===== src/design/pts_pkg.sv =====
`timescale 1ns / 1ps
// Shared types and constants of the periodic task slot scheduler.
// No dependencies; every other file of the block uses this package.
package pts_pkg;

  typedef enum logic [1:0] {
    CMD_ADD      = 2'd0,
    CMD_DELETE   = 2'd1,
    CMD_TICK     = 2'd2,
    CMD_DISPATCH = 2'd3
  } cmd_e;

  typedef enum logic [2:0] {
    STAT_ADDED    = 3'd0,
    STAT_FULL     = 3'd1,
    STAT_DELETED  = 3'd2,
    STAT_NOTFOUND = 3'd3,
    STAT_TICK     = 3'd4,
    STAT_DUE      = 3'd5,
    STAT_NONE     = 3'd6
  } status_e;

  typedef enum logic [1:0] {
    ST_IDLE,
    ST_WALK,
    ST_FLUSH
  } state_e;

  // Most task transactions one dispatch may emit.
  localparam int MAX_RESULTS = 8;
  localparam int RES_CNT_W   = $clog2(MAX_RESULTS + 1);

  localparam logic [15:0] PENDING_MAX = 16'hFFFF;

  typedef struct packed {
    logic [15:0] id;
    logic [31:0] delay;
    logic [31:0] period;
    logic [15:0] pending;
  } slot_entry_t;

  typedef struct packed {
    logic [15:0] due_id;
    status_e     status;
    logic        retired;
    logic        last;
  } result_t;

endpackage


===== src/design/pts_if.sv =====
`timescale 1ns / 1ps
// Valid/ready channel interfaces for commands and results.
// Depends on pts_pkg for the command and status codes.
interface pts_in_if;
  logic            valid;
  logic            ready;
  pts_pkg::cmd_e   cmd;
  logic [15:0]     task_id;
  logic [31:0]     start_delay;
  logic [31:0]     run_period;

  modport source (output valid, cmd, task_id, start_delay, run_period, input ready);
  modport sink   (input valid, cmd, task_id, start_delay, run_period, output ready);
endinterface

interface pts_out_if;
  logic             valid;
  logic             ready;
  logic [15:0]      due_id;
  pts_pkg::status_e status;
  logic             retired;
  logic             last;

  modport source (output valid, due_id, status, retired, last, input ready);
  modport sink   (input valid, due_id, status, retired, last, output ready);
endinterface


===== src/design/pts_slot_ram.sv =====
`timescale 1ns / 1ps
// Slot table memory: one write port and one read port, registered read data.
// Depends on pts_pkg for the slot entry layout.
module pts_slot_ram #(
  parameter int SLOTS = 8
) (
  input  logic                                   clk,
  input  logic                                   wr_en,
  input  logic [(SLOTS > 1 ? $clog2(SLOTS) : 1)-1:0] wr_addr,
  input  pts_pkg::slot_entry_t                   wr_data,
  input  logic                                   rd_en,
  input  logic [(SLOTS > 1 ? $clog2(SLOTS) : 1)-1:0] rd_addr,
  output pts_pkg::slot_entry_t                   rd_data
);
  import pts_pkg::*;

  slot_entry_t mem [SLOTS];

  always_ff @(posedge clk) begin
    if (wr_en) begin
      mem[wr_addr] <= wr_data;
    end
  end

  always_ff @(posedge clk) begin
    if (rd_en) begin
      rd_data <= mem[rd_addr];
    end
  end

endmodule


===== src/design/pts_out_stage.sv =====
`timescale 1ns / 1ps
// Result output register that decouples the engine from the result channel.
// Depends on pts_pkg and pts_if.
module pts_out_stage (
  input  logic               clk,
  input  logic               rst_n,
  input  logic               push_valid,
  input  pts_pkg::result_t   push_res,
  output logic               out_free,
  pts_out_if.source          out_if
);
  import pts_pkg::*;

  logic    out_v_r;
  result_t out_res_r;

  assign out_free = !out_v_r || out_if.ready;

  always_ff @(posedge clk) begin
    if (!rst_n) begin
      out_v_r <= 1'b0;
    end else if (push_valid) begin
      out_v_r <= 1'b1;
    end else if (out_if.ready) begin
      out_v_r <= 1'b0;
    end
  end

  always_ff @(posedge clk) begin
    if (push_valid) begin
      out_res_r <= push_res;
    end
  end

  assign out_if.valid   = out_v_r;
  assign out_if.due_id  = out_res_r.due_id;
  assign out_if.status  = out_res_r.status;
  assign out_if.retired = out_res_r.retired;
  assign out_if.last    = out_res_r.last;

endmodule


===== src/design/pts_engine.sv =====
`timescale 1ns / 1ps
// Command sequencer: walks the slot memory with read-modify-write and
// keeps the occupancy bits. Depends on pts_pkg.
module pts_engine #(
  parameter int SLOTS = 8
) (
  input  logic                                   clk,
  input  logic                                   rst_n,
  input  logic                                   in_valid,
  output logic                                   in_ready,
  input  pts_pkg::cmd_e                          in_cmd,
  input  logic [15:0]                            in_task_id,
  input  logic [31:0]                            in_start_delay,
  input  logic [31:0]                            in_run_period,
  output logic                                   wr_en,
  output logic [(SLOTS > 1 ? $clog2(SLOTS) : 1)-1:0] wr_addr,
  output pts_pkg::slot_entry_t                   wr_data,
  output logic                                   rd_en,
  output logic [(SLOTS > 1 ? $clog2(SLOTS) : 1)-1:0] rd_addr,
  input  pts_pkg::slot_entry_t                   rd_data,
  output logic                                   push_valid,
  output pts_pkg::result_t                       push_res,
  input  logic                                   out_free
);
  import pts_pkg::*;

  localparam int IDX_W = (SLOTS > 1) ? $clog2(SLOTS) : 1;
  localparam int CNT_W = $clog2(SLOTS + 1);
  localparam logic [IDX_W-1:0] LAST_IDX = IDX_W'(SLOTS - 1);

  state_e               state_r, state_nxt;
  logic [SLOTS-1:0]     used_r, used_nxt;
  cmd_e                 cmd_r, cmd_nxt;
  logic [15:0]          id_r, id_nxt;
  logic [CNT_W-1:0]     rd_idx_r, rd_idx_nxt;
  logic                 p_valid_r, p_valid_nxt;
  logic [IDX_W-1:0]     p_idx_r, p_idx_nxt;
  logic [RES_CNT_W-1:0] cnt_r, cnt_nxt;
  logic                 hold_v_r, hold_v_nxt;
  result_t              hold_r, hold_nxt;

  logic                 free_found;
  logic [IDX_W-1:0]     free_idx;

  // First free slot, lowest index wins.
  always_comb begin
    free_found = 1'b0;
    free_idx   = '0;
    for (int i = SLOTS - 1; i >= 0; i--) begin
      if (!used_r[i]) begin
        free_found = 1'b1;
        free_idx   = IDX_W'(i);
      end
    end
  end

  always_ff @(posedge clk) begin
    if (!rst_n) begin
      state_r   <= ST_IDLE;
      used_r    <= '0;
      p_valid_r <= 1'b0;
      hold_v_r  <= 1'b0;
    end else begin
      state_r   <= state_nxt;
      used_r    <= used_nxt;
      p_valid_r <= p_valid_nxt;
      hold_v_r  <= hold_v_nxt;
    end
  end

  always_ff @(posedge clk) begin
    cmd_r    <= cmd_nxt;
    id_r     <= id_nxt;
    rd_idx_r <= rd_idx_nxt;
    p_idx_r  <= p_idx_nxt;
    cnt_r    <= cnt_nxt;
    hold_r   <= hold_nxt;
  end

  always_comb begin
    logic stall;
    logic done;
    logic retire;

    stall       = 1'b0;
    done        = 1'b0;
    retire      = 1'b0;
    state_nxt   = state_r;
    used_nxt    = used_r;
    cmd_nxt     = cmd_r;
    id_nxt      = id_r;
    rd_idx_nxt  = rd_idx_r;
    p_valid_nxt = 1'b0;
    p_idx_nxt   = p_idx_r;
    cnt_nxt     = cnt_r;
    hold_v_nxt  = hold_v_r;
    hold_nxt    = hold_r;
    in_ready    = 1'b0;
    wr_en       = 1'b0;
    wr_addr     = p_idx_r;
    wr_data     = rd_data;
    rd_en       = 1'b0;
    rd_addr     = rd_idx_r[IDX_W-1:0];
    push_valid  = 1'b0;
    push_res    = hold_r;

    unique case (state_r)
      ST_IDLE: begin
        in_ready = 1'b1;
        if (in_valid) begin
          cmd_nxt    = in_cmd;
          id_nxt     = in_task_id;
          rd_idx_nxt = '0;
          cnt_nxt    = '0;
          hold_v_nxt = 1'b0;
          if (in_cmd == CMD_ADD) begin
            hold_v_nxt       = 1'b1;
            hold_nxt.due_id  = in_task_id;
            hold_nxt.status  = free_found ? STAT_ADDED : STAT_FULL;
            hold_nxt.retired = 1'b0;
            hold_nxt.last    = 1'b1;
            if (free_found) begin
              wr_en              = 1'b1;
              wr_addr            = free_idx;
              wr_data.id         = in_task_id;
              wr_data.delay      = in_start_delay;
              wr_data.period     = in_run_period;
              wr_data.pending    = '0;
              used_nxt[free_idx] = 1'b1;
            end
            state_nxt = ST_FLUSH;
          end else begin
            state_nxt = ST_WALK;
          end
        end
      end

      ST_WALK: begin
        if (p_valid_r) begin
          case (cmd_r)
            CMD_DELETE: begin
              if (used_r[p_idx_r] && rd_data.id == id_r) begin
                used_nxt[p_idx_r] = 1'b0;
                hold_v_nxt        = 1'b1;
                hold_nxt.due_id   = id_r;
                hold_nxt.status   = STAT_DELETED;
                hold_nxt.retired  = 1'b0;
                hold_nxt.last     = 1'b1;
                done              = 1'b1;
              end
            end
            CMD_TICK: begin
              if (used_r[p_idx_r]) begin
                wr_en = 1'b1;
                if (rd_data.delay == '0) begin
                  wr_data.delay = rd_data.period;
                  if (rd_data.pending != PENDING_MAX) begin
                    wr_data.pending = rd_data.pending + 16'd1;
                  end
                end else begin
                  wr_data.delay = rd_data.delay - 32'd1;
                end
              end
            end
            CMD_DISPATCH: begin
              if (used_r[p_idx_r] && rd_data.pending != '0) begin
                if (hold_v_r && !out_free) begin
                  stall = 1'b1;
                end else begin
                  wr_en           = 1'b1;
                  wr_data.pending = rd_data.pending - 16'd1;
                  retire          = (rd_data.period == '0);
                  if (retire) begin
                    used_nxt[p_idx_r] = 1'b0;
                  end
                  // A task found behind the held one means the held one is not last.
                  if (hold_v_r) begin
                    push_valid    = 1'b1;
                    push_res.last = 1'b0;
                  end
                  hold_v_nxt       = 1'b1;
                  hold_nxt.due_id  = rd_data.id;
                  hold_nxt.status  = STAT_DUE;
                  hold_nxt.retired = retire;
                  hold_nxt.last    = 1'b1;
                  cnt_nxt          = cnt_r + RES_CNT_W'(1);
                  if (cnt_r == RES_CNT_W'(MAX_RESULTS - 1)) begin
                    done = 1'b1;
                  end
                end
              end
            end
            default: ;
          endcase
          if (!stall && p_idx_r == LAST_IDX) begin
            done = 1'b1;
          end
        end

        if (done) begin
          state_nxt = ST_FLUSH;
          if (!hold_v_nxt) begin
            hold_v_nxt       = 1'b1;
            hold_nxt.retired = 1'b0;
            hold_nxt.last    = 1'b1;
            case (cmd_r)
              CMD_DELETE: begin
                hold_nxt.due_id = id_r;
                hold_nxt.status = STAT_NOTFOUND;
              end
              CMD_TICK: begin
                hold_nxt.due_id = '0;
                hold_nxt.status = STAT_TICK;
              end
              default: begin
                hold_nxt.due_id = '0;
                hold_nxt.status = STAT_NONE;
              end
            endcase
          end
        end else if (stall) begin
          p_valid_nxt = 1'b1;
        end else if (rd_idx_r < CNT_W'(SLOTS)) begin
          rd_en       = 1'b1;
          rd_idx_nxt  = rd_idx_r + CNT_W'(1);
          p_valid_nxt = 1'b1;
          p_idx_nxt   = rd_idx_r[IDX_W-1:0];
        end
      end

      ST_FLUSH: begin
        if (out_free) begin
          push_valid = 1'b1;
          hold_v_nxt = 1'b0;
          state_nxt  = ST_IDLE;
        end
      end

      default: begin
        state_nxt = ST_IDLE;
      end
    endcase
  end

endmodule


===== src/design/periodic_task_slot_scheduler_core.sv =====
`timescale 1ns / 1ps
// Top level of the periodic task slot scheduler.
// Depends on pts_pkg, pts_if, pts_slot_ram, pts_out_stage and pts_engine.

// The scheduler keeps a table of SLOTS task slots and executes one command
// transaction at a time: add, delete, tick or dispatch. Slot contents (task id,
// delay, period, pending-run count) live in a single-port-write, registered-read
// memory, while the occupancy bits sit in flip-flops cleared by reset, so no
// clearing pass is needed after reset. An add finds the free slot from the
// occupancy bits and writes it directly. Delete, tick and dispatch walk the
// memory as a read-modify-write pipeline, one slot per cycle unless stalled;
// a delete stops early at its first match and a dispatch stops once it has
// produced eight tasks. The memory's single read port sets this per-slot pace.
// A dispatch also pauses its walk whenever the result channel is back-pressured
// while a due task waits to go out. Each command yields one result transaction,
// except a dispatch, which yields one per due task with last set on the final
// one. A finished result waits in an output register, so the next command is
// taken while it is still unclaimed.
module periodic_task_slot_scheduler_core #(
  parameter int SLOTS = 8
) (
  input  logic       clk,
  input  logic       rst_n,
  pts_in_if.sink     in_if,
  pts_out_if.source  out_if
);
  import pts_pkg::*;

  localparam int IDX_W = (SLOTS > 1) ? $clog2(SLOTS) : 1;

  logic              wr_en;
  logic [IDX_W-1:0]  wr_addr;
  slot_entry_t       wr_data;
  logic              rd_en;
  logic [IDX_W-1:0]  rd_addr;
  slot_entry_t       rd_data;
  logic              push_valid;
  result_t           push_res;
  logic              out_free;

  // Command sequencer and occupancy bits.
  pts_engine #(
    .SLOTS (SLOTS)
  ) u_engine (
    .clk            (clk),
    .rst_n          (rst_n),
    .in_valid       (in_if.valid),
    .in_ready       (in_if.ready),
    .in_cmd         (in_if.cmd),
    .in_task_id     (in_if.task_id),
    .in_start_delay (in_if.start_delay),
    .in_run_period  (in_if.run_period),
    .wr_en          (wr_en),
    .wr_addr        (wr_addr),
    .wr_data        (wr_data),
    .rd_en          (rd_en),
    .rd_addr        (rd_addr),
    .rd_data        (rd_data),
    .push_valid     (push_valid),
    .push_res       (push_res),
    .out_free       (out_free)
  );

  // Slot table storage.
  pts_slot_ram #(
    .SLOTS (SLOTS)
  ) u_slot_ram (
    .clk     (clk),
    .wr_en   (wr_en),
    .wr_addr (wr_addr),
    .wr_data (wr_data),
    .rd_en   (rd_en),
    .rd_addr (rd_addr),
    .rd_data (rd_data)
  );

  // Result register toward the consumer.
  pts_out_stage u_out_stage (
    .clk        (clk),
    .rst_n      (rst_n),
    .push_valid (push_valid),
    .push_res   (push_res),
    .out_free   (out_free),
    .out_if     (out_if)
  );

endmodule


===== src/flat_wrapper.sv =====
// flat-port wrapper written by rule: the top's interface ports become plain ports
module periodic_task_slot_scheduler_core_flat import pts_pkg::*;
#(
  parameter int SLOTS = 8
)
  (clk, rst_n, in_if_valid, in_if_cmd, in_if_task_id, in_if_start_delay, in_if_run_period, in_if_ready, out_if_valid, out_if_due_id, out_if_status, out_if_retired, out_if_last, out_if_ready);
  pts_in_if in_if_i ();
  pts_out_if out_if_i ();
  input  logic clk;
  input  logic rst_n;
  input wire logic [$bits(in_if_i.valid)-1:0] in_if_valid;
  input wire logic [$bits(in_if_i.cmd)-1:0] in_if_cmd;
  input wire logic [$bits(in_if_i.task_id)-1:0] in_if_task_id;
  input wire logic [$bits(in_if_i.start_delay)-1:0] in_if_start_delay;
  input wire logic [$bits(in_if_i.run_period)-1:0] in_if_run_period;
  output wire logic [$bits(in_if_i.ready)-1:0] in_if_ready;
  output wire logic [$bits(out_if_i.valid)-1:0] out_if_valid;
  output wire logic [$bits(out_if_i.due_id)-1:0] out_if_due_id;
  output wire logic [$bits(out_if_i.status)-1:0] out_if_status;
  output wire logic [$bits(out_if_i.retired)-1:0] out_if_retired;
  output wire logic [$bits(out_if_i.last)-1:0] out_if_last;
  input wire logic [$bits(out_if_i.ready)-1:0] out_if_ready;
  assign in_if_i.valid = in_if_valid;
  assign in_if_i.cmd = in_if_cmd;
  assign in_if_i.task_id = in_if_task_id;
  assign in_if_i.start_delay = in_if_start_delay;
  assign in_if_i.run_period = in_if_run_period;
  assign in_if_ready = in_if_i.ready;
  assign out_if_valid = out_if_i.valid;
  assign out_if_due_id = out_if_i.due_id;
  assign out_if_status = out_if_i.status;
  assign out_if_retired = out_if_i.retired;
  assign out_if_last = out_if_i.last;
  assign out_if_i.ready = out_if_ready;
  periodic_task_slot_scheduler_core #(.SLOTS(SLOTS)) u_core (.clk(clk), .rst_n(rst_n), .in_if(in_if_i), .out_if(out_if_i));
endmodule

===== config.mk =====
export PLATFORM = sky130hd
export DESIGN_NAME = periodic_task_slot_scheduler_core_flat
export DESIGN_NICKNAME = d
export VERILOG_FILES = /design/src/design/pts_pkg.sv /design/src/design/pts_if.sv /design/src/design/pts_slot_ram.sv /design/src/design/pts_out_stage.sv /design/src/design/pts_engine.sv /design/src/design/periodic_task_slot_scheduler_core.sv /design/src/flat_wrapper.sv
export SDC_FILE = /design/constraint.sdc
export NUM_CORES = 1
export LEC_CHECK = 0
export BUFFER_PORTS_ARGS = -buffer_cell sky130_fd_sc_hd__clkbuf_2
export CORE_ASPECT_RATIO = 0.8
export CORE_MARGIN = 2
export CORE_UTILIZATION = 40
export CTS_CLUSTER_SIZE = 25
export DETAILED_ROUTE_END_ITERATION = 10
export PLACE_DENSITY_LB_ADDON = 0.12
export SETUP_SLACK_MARGIN = 0.2
export SLEW_MARGIN = 10
export SYNTH_ARGS = -nofsm -noshare
export SYNTH_HDL_FRONTEND = slang
export SYNTH_SLANG_ARGS = --single-unit
export TNS_END_PERCENT = 10

===== constraint.sdc =====
create_clock -name clk -period 12.7 [get_ports clk]
set_clock_uncertainty 0.05 [all_clocks]
set_input_delay 2.54 -clock clk [delete_from_list [all_inputs] [get_ports clk]]
set_output_delay 2.54 -clock clk [all_outputs]
set_load 0.02 [all_outputs]

==> key figures <==
Outcome
  • Outcome: completed

Route
  • Wire length per cell: approximately 28 µm
  • TritonRoute pass-1 iters: 5
  • ANT nets after route: 0
  • Routed WL: approximately 110000 µm
  • DR iter-0 viols: 2165
  • Vias: between 20000 and 25000
  • Residual DRC: 0
  • Vias per inst: just under 6

Floorplan
  • Initial Util: just over 40%
  • Die width: between 300 and 400 µm
  • I/O pins: ~110
  • Die area: 101000 µm²
  • Die Ht: around 290 µm
  • Row cnt: between 100 and 150
  • Core Region: between 90000 and 100000 µm²

Clock network
  • Setup repair bufs after CTS: 0
  • Hold buffer count at cts: 0
  • Root Buffer: clkbuf_16
  • Clock tree buffer depth: 3
  • Worst-path clk slew: roughly 0.05 ns
  • CTS tree: built
  • Num CTS Buffers: 98
  • Gates resized, CTS repair: 0
  • H-tree depth: 3
  • Clock tree sinks: roughly 950
  • Clock latency on the worst-skew pair: 0.66 ns

Logic synthesis
  • Avg Inst Size Synth: about 17 µm²
  • Post-Synthesis Cells: 2294
  • Post-Synth XOR/XNOR Area: 0.708%
  • Compound-cell area share of the yosys netlist: roughly 5.5%
  • Main combinational cell family by area after synthesis: multiplexers
  • Adder-Cell Fraction of Synth Area: less than 1%
  • Ys flop type: edfxtp_1
  • Post-synth EDFFs: 935
  • Mapped Area: between 30000 and 40000 µm²
  • Post-Synth Simple-Gate Area: between 5 and 6%
  • Fraction of registers with async set/reset: 0%
  • YS warnings: 0
  • Yosys reg bits: between 900 and 1000
  • Sequential area share after synthesis: a little under three quarters
  • Mapped Nets: 2396
  • Mux contribution to synthesized area: between 10 and 15%
  • Yosys cell types: 75

STA
  • Final setup TNS: 0 ns
  • Final Max Slew Viols: 0
  • Unrepaired setup endpoints after global routing: no
  • Worst-Margin Slew: ~1.3 ns
  • # setup viols final: 0
  • Final hold violation count: 0
  • Tmin final: roughly 7 ns
  • Worst Hold Slack: ~0.42 ns
  • Period utilization: about 54%
  • Max_slew headroom: 15.0%
  • Fmax: around 150 MHz

Layout
  • Fraction of layout cells with a size suffix above 1: about a quarter
  • Post-route cell area: roughly 45000 µm²
  • Syn-to-layout area delta: 13.5%
  • Nets@finish: roughly 2500
  • Diode count: 0

Setup path
  • Critical Path Source Type: input pin
  • CP arrival: 7.02 ns
  • CP endpoint kind: flop
  • Critical Path Fanout Max: 38
  • WS Path Type: in2reg
  • Required time worst endpoint: approximately 13 ns

Hold path
  • Worst hold path type: reg2reg

GRT
  • Overall Global Routing Usage: a little over a fifth
  • Largest net degree at the start of global routing: ~100
  • Initial antenna violation count: 2
  • First-pass GRT wire length: about 160000 µm
  • GRT Residual Overflow: 0
  • Via count of the first global-routing pass: ~23000

Flow run
  • Max cap viols: 0

Placed design
  • HPWL after detailed placement: a little over 60000 µm
  • IO buf count: between 100 and 150
  • GP Congestion: 0.867
  • Post-Place Cell Area: 41700 µm²

Power and ir drop
  • Lkg Pwr: 0.0143 µW
  • Cell area power density: roughly 210 nW/µm²
  • Peak supply drop: approximately 0.18 mV
-- cell usage in the layout, fill, tap and decap left out, types with 7 or more instances in the layout --
cell type and count:
edfxtp_1 935, xnor2_1 7, xor2_1 25, dfxtp_1 13, nor2b_1 12, o21ai_0 92, clkinv_2 19, clkbuf_1 11
nor2_1 91, mux2i_1 9, nand2b_1 7, or3_1 7, ha_1 15, inv_1 42, buf_4 41, a21oi_1 47
clkinvlp_4 8, o22ai_1 19, nor3_1 24, a22oi_1 35, a31oi_1 21, a221o_1 18, clkinv_1 26, nor4_1 37
clkbuf_2 108, a21o_1 8, mux2_2 103, clkbuf_16 100, nand2_1 203, o211ai_1 9, a211oi_1 10, nand3_1 35
or4_1 7, bufinv_16 13, a221oi_1 12, mux4_2 192, nand4_1 20, and2_1 8
-- final timing paths --
check             slack [ns]  cells past startpoint                               startpoint                                        endpoint
setup / recovery        5.90                     10                              in_if_valid          u_core.u_slot_ram.mem[1][93]$_DFFE_PP_
hold reg to reg         0.42                      0   u_core.u_engine.push_res[17]$_DFFE_PP_  u_core.u_out_stage.out_if.due_id[12]$_DFFE_PP_
setup reg to reg        7.02                     11  u_core.u_engine.state_r[0]$_SDFFE_PN0P_          u_core.u_slot_ram.mem[1][93]$_DFFE_PP_
hold / removal          0.42                      0   u_core.u_engine.push_res[17]$_DFFE_PP_  u_core.u_out_stage.out_if.due_id[12]$_DFFE_PP_
-- registers in the layout, summed over array words and instances, names as in the netlist --
signal,flops
u_core.u_engine.id_r,16
u_core.u_out_stage.out_if.retired,1
u_core.u_engine.hold_r,1
u_core.u_engine.used_r,8
u_core.u_engine.hold_v_r,1
u_core.u_out_stage.out_if.status,3
u_core.u_engine.p_idx_r,3
u_core.u_engine.cmd_r,2
u_core.u_out_stage.out_if.valid,1
u_core.u_out_stage.out_if.last,1
u_core.u_engine.state_r,2
u_core.u_engine.rd_idx_r,4
u_core.u_slot_ram.rd_data,96
u_core.u_engine.cnt_r,4
u_core.u_engine.p_valid_r,1
u_core.u_engine.push_res,20
u_core.u_out_stage.out_if.due_id,16
u_core.u_slot_ram.mem,768
-- per-stage QoR --
step | total power [µW] | setup WS, ns | cells | utilization [%]
floorplan | 5840 | 1.40 | 2294 | -
global placement | 6570 | 5.22 | 3623 | 42.4
detailed placement | 6610 | 5.07 | 3623 | 42.4
CTS | 9510 | 5.76 | 3801 | 45.6
global route | 9820 | 5.53 | 3801 | 45.6
finish | 9410 | 5.90 | 3801 | 45.6
-- power breakdown --
group	leakage [µW]	internal [µW]	switching (µW)	total, µW
clock	0.00156	1700	1190	2890
sequential	0.00856	4010	221	4230
combinational	0.00419	959	1330	2290
total	0.0143	6670	2740	9410
-- cells in the mapped netlist (8+ instances only) --
master | n | area share (%)
buf_1 | 25 | 0.24
a211oi_1 | 10 | 0.19
nand2_1 | 203 | 1.9
mux2i_1 | 9 | 0.23
clkbuf_1 | 107 | 1.0
edfxtp_1 | 935 | 71
a221o_1 | 18 | 0.46
a22oi_1 | 35 | 0.66
inv_1 | 42 | 0.40
and3_1 | 9 | 0.14
xor2_1 | 25 | 0.55
a21o_1 | 8 | 0.15
nor2b_1 | 12 | 0.19
o22ai_1 | 19 | 0.30
nor2_1 | 92 | 0.87
a221oi_1 | 12 | 0.27
nor4_1 | 37 | 0.59
a31oi_1 | 21 | 0.33
nand4_1 | 20 | 0.32
nor3_1 | 28 | 0.35
a21oi_1 | 47 | 0.59
and2_1 | 9 | 0.14
dfxtp_1 | 13 | 0.66
o211ai_1 | 9 | 0.17
mux4_2 | 192 | 11
mux2_2 | 103 | 2.9
o21ai_0 | 92 | 1.2
nand3_1 | 35 | 0.44
ha_1 | 16 | 0.51
-- critical path: stages --
cell and delay (ns):
clkbuf_2 0.11, and2_1 0.81, nand2_1 0.27, nor2_4 0.13, buf_4 0.43, mux2_2 0.43
nor2b_1 0.28, and3_4 0.65, buf_4 0.63, buf_4 0.63
-- layout make-up --
class / count / area (µm²)
timing repair buffer: 152 / 908
multi-input combinational: 1167 / 10600
fill: 8385 / 53400
clock inverter: 67 / 669
tap: 1312 / 1640
inverter: 44 / 165
clock buffer: 111 / 2540
sequential: 948 / 28300
-- metal layers --
layer,global-route usage [%],vias up,wire [µm]
li1,-,9532,-
met1,31.2,11668,49500
met2,32.2,774,48500
met3,3.00,158,5210
met4,5.13,0,2350
met5,0,-,0
-- cells by family (layout without fill, tap and decap cells) --
logic type,Yosys count,in the layout
xor+xnor,32,32
simple gates,490,490
fa+ha+maj,16,16
compound gates,325,325
flops,948,948
buf+inv,179,374
mux,304,304
(Power assumes the default switching activity.)
